### config.mk
export PLATFORM = sky130hd
export DESIGN_NAME = salc_front
export DESIGN_NICKNAME = d
export VERILOG_FILES = /design/src/hdl/salc_pkg.sv /design/src/hdl/salc_front.sv
export VERILOG_INCLUDE_DIRS = /design/src /design/src/hdl
export SDC_FILE = /design/constraint.sdc
export NUM_CORES = 1
export LEC_CHECK = 0
export ABC_AREA = 1
export BUFFER_PORTS_ARGS = -buffer_cell sky130_fd_sc_hd__buf_2
export CAP_MARGIN = 0
export CELL_PAD_IN_SITES_DETAIL_PLACEMENT = 0
export CELL_PAD_IN_SITES_GLOBAL_PLACEMENT = 1
export CORE_ASPECT_RATIO = 1.75
export CORE_MARGIN = 1.5
export CORE_UTILIZATION = 43
export CTS_BUF_LIST = sky130_fd_sc_hd__clkbuf_16
export CTS_CLUSTER_DIAMETER = 30
export DETAILED_ROUTE_END_ITERATION = 7
export GPL_TIMING_DRIVEN = 0
export PLACE_DENSITY_LB_ADDON = 0.3
export SYNTH_ARGS = -nofsm -noshare
export SYNTH_HDL_FRONTEND = slang
export SYNTH_SLANG_ARGS = --single-unit
### constraint.sdc
create_clock -name clk -period 5.75 [get_ports clk]
set_input_delay 0.8625 -clock clk [delete_from_list [all_inputs] [get_ports clk]]
set_output_delay 0.8625 -clock clk [all_outputs]
set_load 0.05 [all_outputs]
### src/hdl/set_assoc_lru_cache_model_core_defines.svh
// Assertion macros shared by the cache model RTL.
// Included by salc_front and salc_back; needs nothing else.
`ifndef SET_ASSOC_LRU_CACHE_MODEL_CORE_DEFINES_SVH
`define SET_ASSOC_LRU_CACHE_MODEL_CORE_DEFINES_SVH

// Condition must hold in the same cycle as the trigger.
`define SALC_ASSERT_NOW(lbl, clk_s, rst_s, trig, cond) \
  lbl: assert property (@(posedge clk_s) disable iff (rst_s) (trig) |-> (cond)) \
    else $error("salc: same-cycle check failed");

// Condition must hold in the cycle after the trigger.
`define SALC_ASSERT_NEXT(lbl, clk_s, rst_s, trig, cond) \
  lbl: assert property (@(posedge clk_s) disable iff (rst_s) (trig) |=> (cond)) \
    else $error("salc: next-cycle check failed");

`endif

### src/hdl/salc_pkg.sv
// Shared types, codes and constants of the set-associative cache model.
// No dependencies; imported by the top level, salc_front and salc_back.
package salc_pkg;

  localparam int AGE_W      = 3;
  localparam int CNT_W      = 32;
  localparam int WAY_OUT_W  = 3;
  localparam int KIND_W     = 2;
  localparam int OUTCOME_W  = 2;
  localparam int CFG_DATA_W = 6;
  localparam int CFG_IDX_W  = 2;
  localparam int SBITS_W    = 4;
  localparam int BBITS_W    = 6;
  localparam int QDEPTH     = 2;

  localparam logic [AGE_W-1:0] AGE_MAX = 3'd7;

  typedef enum logic [KIND_W-1:0] {
    KIND_LOAD   = 2'd0,
    KIND_STORE  = 2'd1,
    KIND_MODIFY = 2'd2
  } kind_t;

  typedef enum logic [OUTCOME_W-1:0] {
    OUT_HIT   = 2'd0,
    OUT_FILL  = 2'd1,
    OUT_EVICT = 2'd2
  } outcome_t;

  typedef enum logic [CFG_IDX_W-1:0] {
    CFG_SET_BITS    = 2'd0,
    CFG_OFFSET_BITS = 2'd1,
    CFG_WAYS        = 2'd2
  } cfg_idx_t;

  // Head of the request queue as seen by the back end.
  typedef struct packed {
    logic valid;
    logic modify;
  } q_head_t;

  // Back-end status returned to the front end.
  typedef struct packed {
    logic pop;
    logic clearing;
  } bk_stat_t;

  function automatic logic [AGE_W-1:0] age_up(input logic [AGE_W-1:0] a);
    return (a == AGE_MAX) ? a : a + 1'b1;
  endfunction

endpackage

### src/hdl/salc_front.sv
// Front end: accepts requests, splits the address into set and tag,
// and queues them for the back end. Depends on salc_pkg and the defines header.
`include "set_assoc_lru_cache_model_core_defines.svh"

module salc_front #(
  parameter int MAX_SET_BITS = 6,
  parameter int ADDR_WIDTH   = 64
) (
  input  logic                                   clk,
  input  logic                                   rst,
  input  logic [salc_pkg::SBITS_W-1:0]           sbits,
  input  logic [salc_pkg::BBITS_W-1:0]           bbits,
  input  logic                                   in_valid,
  output logic                                   in_ready,
  input  logic [salc_pkg::KIND_W-1:0]            kind,
  input  logic [ADDR_WIDTH-1:0]                  address,
  input  salc_pkg::bk_stat_t                     stat,
  output salc_pkg::q_head_t                      q,
  output logic [(MAX_SET_BITS > 0 ? MAX_SET_BITS : 1)-1:0] q_set,
  output logic [ADDR_WIDTH-1:0]                  q_tag
);
  import salc_pkg::*;

  localparam int SET_W = (MAX_SET_BITS > 0) ? MAX_SET_BITS : 1;
  localparam int PTR_W = (QDEPTH > 1) ? $clog2(QDEPTH) : 1;
  localparam int QC_W  = $clog2(QDEPTH + 1);

  logic [SET_W-1:0]      set_mem [QDEPTH];
  logic [ADDR_WIDTH-1:0] tag_mem [QDEPTH];
  logic [QDEPTH-1:0]     mod_mem;
  logic [PTR_W-1:0]      wr_ptr;
  logic [PTR_W-1:0]      rd_ptr;
  logic [QC_W-1:0]       count;

  logic [ADDR_WIDTH-1:0] shifted;
  logic [SET_W-1:0]      smask;
  logic [SET_W-1:0]      set_calc;
  logic [ADDR_WIDTH-1:0] tag_calc;
  logic                  push;
  logic                  pop;

  always_comb begin
    shifted = address >> bbits;
    for (int i = 0; i < SET_W; i++) begin
      smask[i] = (SBITS_W'(i) < sbits);
    end
    set_calc = shifted[SET_W-1:0] & smask;
    // A shift amount at or beyond the address width leaves an empty tag.
    tag_calc = address >> (7'(bbits) + 7'(sbits));
  end

  assign in_ready = (count < QC_W'(QDEPTH)) && !stat.clearing;
  assign push     = in_valid && in_ready;
  assign pop      = stat.pop;

  assign q.valid  = (count != '0);
  assign q.modify = mod_mem[rd_ptr];
  assign q_set    = set_mem[rd_ptr];
  assign q_tag    = tag_mem[rd_ptr];

  always_ff @(posedge clk) begin
    if (push) begin
      set_mem[wr_ptr] <= set_calc;
      tag_mem[wr_ptr] <= tag_calc;
      mod_mem[wr_ptr] <= (kind == KIND_MODIFY);
    end
  end

  always_ff @(posedge clk) begin
    if (rst) begin
      wr_ptr <= '0;
      rd_ptr <= '0;
      count  <= '0;
    end else begin
      if (push) begin
        wr_ptr <= (wr_ptr == PTR_W'(QDEPTH - 1)) ? '0 : wr_ptr + 1'b1;
      end
      if (pop) begin
        rd_ptr <= (rd_ptr == PTR_W'(QDEPTH - 1)) ? '0 : rd_ptr + 1'b1;
      end
      if (push && !pop) begin
        count <= count + 1'b1;
      end else if (pop && !push) begin
        count <= count - 1'b1;
      end
    end
  end

  `SALC_ASSERT_NOW(a_fq_bound, clk, rst, 1'b1, count <= QC_W'(QDEPTH))
  `SALC_ASSERT_NOW(a_fq_hold, clk, rst, stat.clearing, !in_ready)
  `SALC_ASSERT_NOW(a_fq_pop_nonempty, clk, rst, pop, count != '0)

endmodule

==> qor.yml <==
run_status:
  status: "finished clean"
global_routing:
  track_usage_pct: 37.8
  grt_use_met3_pct: 5.64
  grt.overflow.total: 0
  grt_start_max_net_pins: 33
  grt_pass1_vias: 13300
  grt_antenna_before_repair: 0
  grt_pass1_wl_um: 79600
  grt_use_met2_pct: 67.8
  grt_util_met1_pct: 35.9
  grt.busiest_layer: "met2"
cells_and_area:
  layout.cells.non_filler: 2328
  postLayoutCellArea_sq_um: 14000
  fin_nets: 2029
  mostFrequentLayoutCells: "nand2_1 (622), nand3_1 (550), buf_2 (198), edfxtp_1 (142), nor2_1 (80)"
  antenna_cells: 0
  synthToLayoutAreaGrowth_pct: 16.0
  nFillCells: 2947
  final_common_cell: "nand2_1"
  drive_above_1_share_pct: 16.7
pwr:
  irDropWorstVdd_uv: 205
  power_density_nw_per_um2: 313
  power.leakage_uw: 0.00641
synth:
  synth_warnings: 0
  netlist_area_sq_um: 12100
  ys_ff_latch: 147
  async_reset_ff_share_pct: 0
  syn-num-nets: 1855
  synth_cell_types: 35
  seq_area_frac_synth_pct: 36.1
  synth_edf_count: 142
  syn_avg_cell_area_sq_um: 6.84
  yosys_most_used_dff: "edfxtp_1"
  synthCells: 1768
placement:
  place_area_sq_um: 13400
  port_buffers: 151
  dp_hpwl_um: 44700
  dpl.cell_count: 2296
  place.gp.congestion: 1.08
clock_network:
  clk_latency_ns: 0.44
  ctsResizeCount: 0
  tritoncts: "yes"
  cts_buffers: 17
  htree_levels: 4
  clk_pin_slew_ns: 0.07
  cts_root_buffer: "clkbuf_16"
  cts_setup_buffers: 0
  holdBufCountCts: 0
  clk_path_buf_depth: 2
  clkSinkCount: 147
detailed_routing:
  first_iter_violations: 1170
  dr.pass1.iters: 5
  drc: 0
  detail_route.wl_per_cell_um: 23.7
  vias: 13700
  drtAntennaViolNets: 0
  routed_wl_um: 55100
  viasPerCell: 5.87
worst_setup_path:
  start_kind: "input port"
  path_buf_inv: 6
  r2r-start: "count[1]"
  cp.arrival_ns: 4.67
  crit_cells: 14
  startpoint: "bbits[1]"
  cp-end-kind: "flop"
  critPathRequiredTime_ns: 6.01
  worstPathMaxFanout: 10
  reg2reg_depth: 5
  slowest_stage: "clkbuf_1"
  critical_path_class: "input port to flop"
  crit_chain: "buf_2 > clkbuf_1 > inv_1 > buf_2 > buf_2 > fa_1 > xnor2_2 > clkbuf_1 > nand3_1 > nand2_1 > nand2_1 > nand3_1 > nand3_1 > nand2_1"
  crit_family: "buffers and inverters"
  setup.worst_path.end: "tag_mem[1][0]"
  r2r_end: "tag_mem[1][3]"
  max_stage_delay_ns: 0.64
  reg2reg_slack_ns: 3.69
min_path:
  hp-class: "flop to flop"
  hold_depth: 2
timing:
  clock_skew_ns: 0.00946
  worst_pin_slew_ns: 0.943
  min_period_over_period_pct: 76.7
  finalMaxSlewViolations: 0
  min_period_ns: 4.41
  hold_viol: 0
  max_freq_mhz: 227
  rsz0062_at_grt: "no"
  setup_viol: 0
  slew_headroom_pct: 37.1
die:
  rows: 81
  die_h_um: 225
  num_io_pins: 154
  core_area_sq_um: 27800
  die_w_um: 130
  start_util_pct: 43.5
  dieArea_sq_um: 29200
flow_run:
  cap_viol_max_count: 0
registers in the layout, summed over array words and instances (netlist names), named ones only:
signal / flops
set_mem: 12
tag_mem: 128
mod_mem: 2
rd_ptr: 1
wr_ptr: 1
count: 2
where the power goes:
part / internal (uW) / total [uW] / leakage [uW] / switching (uW)
Combinational: 511 / 1960 / 0.00475 / 1450
Sequential: 1280 / 1300 / 0.00136 / 14.1
Clock: 626 / 1130 / 0.000298 / 499
metal layers:
metal  part of all wire [%]  up-vias  wire [um]
met5                      0        -          0
met3                    5.1      272       2830
met2                     51      613      28000
met1                     33     6336      18200
li1                       -     6454          -
met4                     11        0       6020
final cells by class:
cell class	count	area [sq um]	share of cell area (%)
clock inverters	13	124	0.884
repair buffers	155	851	6.07
flip-flops and latches	147	4360	31.1
inverters	62	233	1.66
plain buffers	119	513	3.66
clock buffers	19	475	3.39
well taps	373	467	3.33
multi-input cells	1440	6990	49.9
worst min-delay path by stage:
| stage | from | to | slack (ns) |
|---|---|---|---|
| 2_1_floorplan | wr_ptr | wr_ptr | 0.48 |
| 3_3_place_gp | wr_ptr | wr_ptr | 0.49 |
| 3_5_place_dp | count[0] | count[0] | 0.53 |
| 4_1_cts | count[0] | count[0] | 0.55 |
| 5_1_grt | count[0] | count[0] | 0.58 |
| 6_report | count[0] | count[0] | 0.54 |
cells by family after synthesis:
group | Yosys count | synth area share, %
AO/OA/AOI/OAI | 86 | 4.38
XOR/XNOR | 3 | 0.342
adder cells (fa/ha/maj) | 6 | 0.683
buffers and inverters | 181 | 6.17
flip-flops | 147 | 36.1
multiplexers | 71 | 6.61
AND/OR/NAND/NOR | 1274 | 45.7
worst reg2reg max path: stages, from the launching register on:
cell	delay, ns
dfxtp_1	0.32
nor2_1	0.13
nand2_1	0.18
nor2_4	0.62
buf_16	0.25
buf_12	0.23
cell usage after synthesis (17+ instances only):
library cell,count,share of area (%)
inv_1,53,1.6
clkbuf_1,44,1.4
buf_2,47,1.9
o211ai_1,34,2.1
buf_1,26,0.81
a21oi_1,24,0.99
o21ai_0,17,0.70
nand2_1,622,19
nand3_1,550,23
nor2_1,82,2.5
edfxtp_1,142,35
mux2_2,71,6.6
through the flow:
stage	setup TNS (ns)	setup slack, ns	util, %	hold WS (ns)	power, uW
2_1_floorplan	0	0.467	-	0.481	2590
3_5_place_dp	0	1.15	48.3	0.535	3220
6_report	0	1.34	50.5	0.540	4390
5_1_grt	0	1.28	50.5	0.577	4580
4_1_cts	0	1.61	50.5	0.545	4340
3_3_place_gp	-62.07	-0.473	47.9	0.493	3210
No activity file was read; power rests on OpenSTA's default activity.
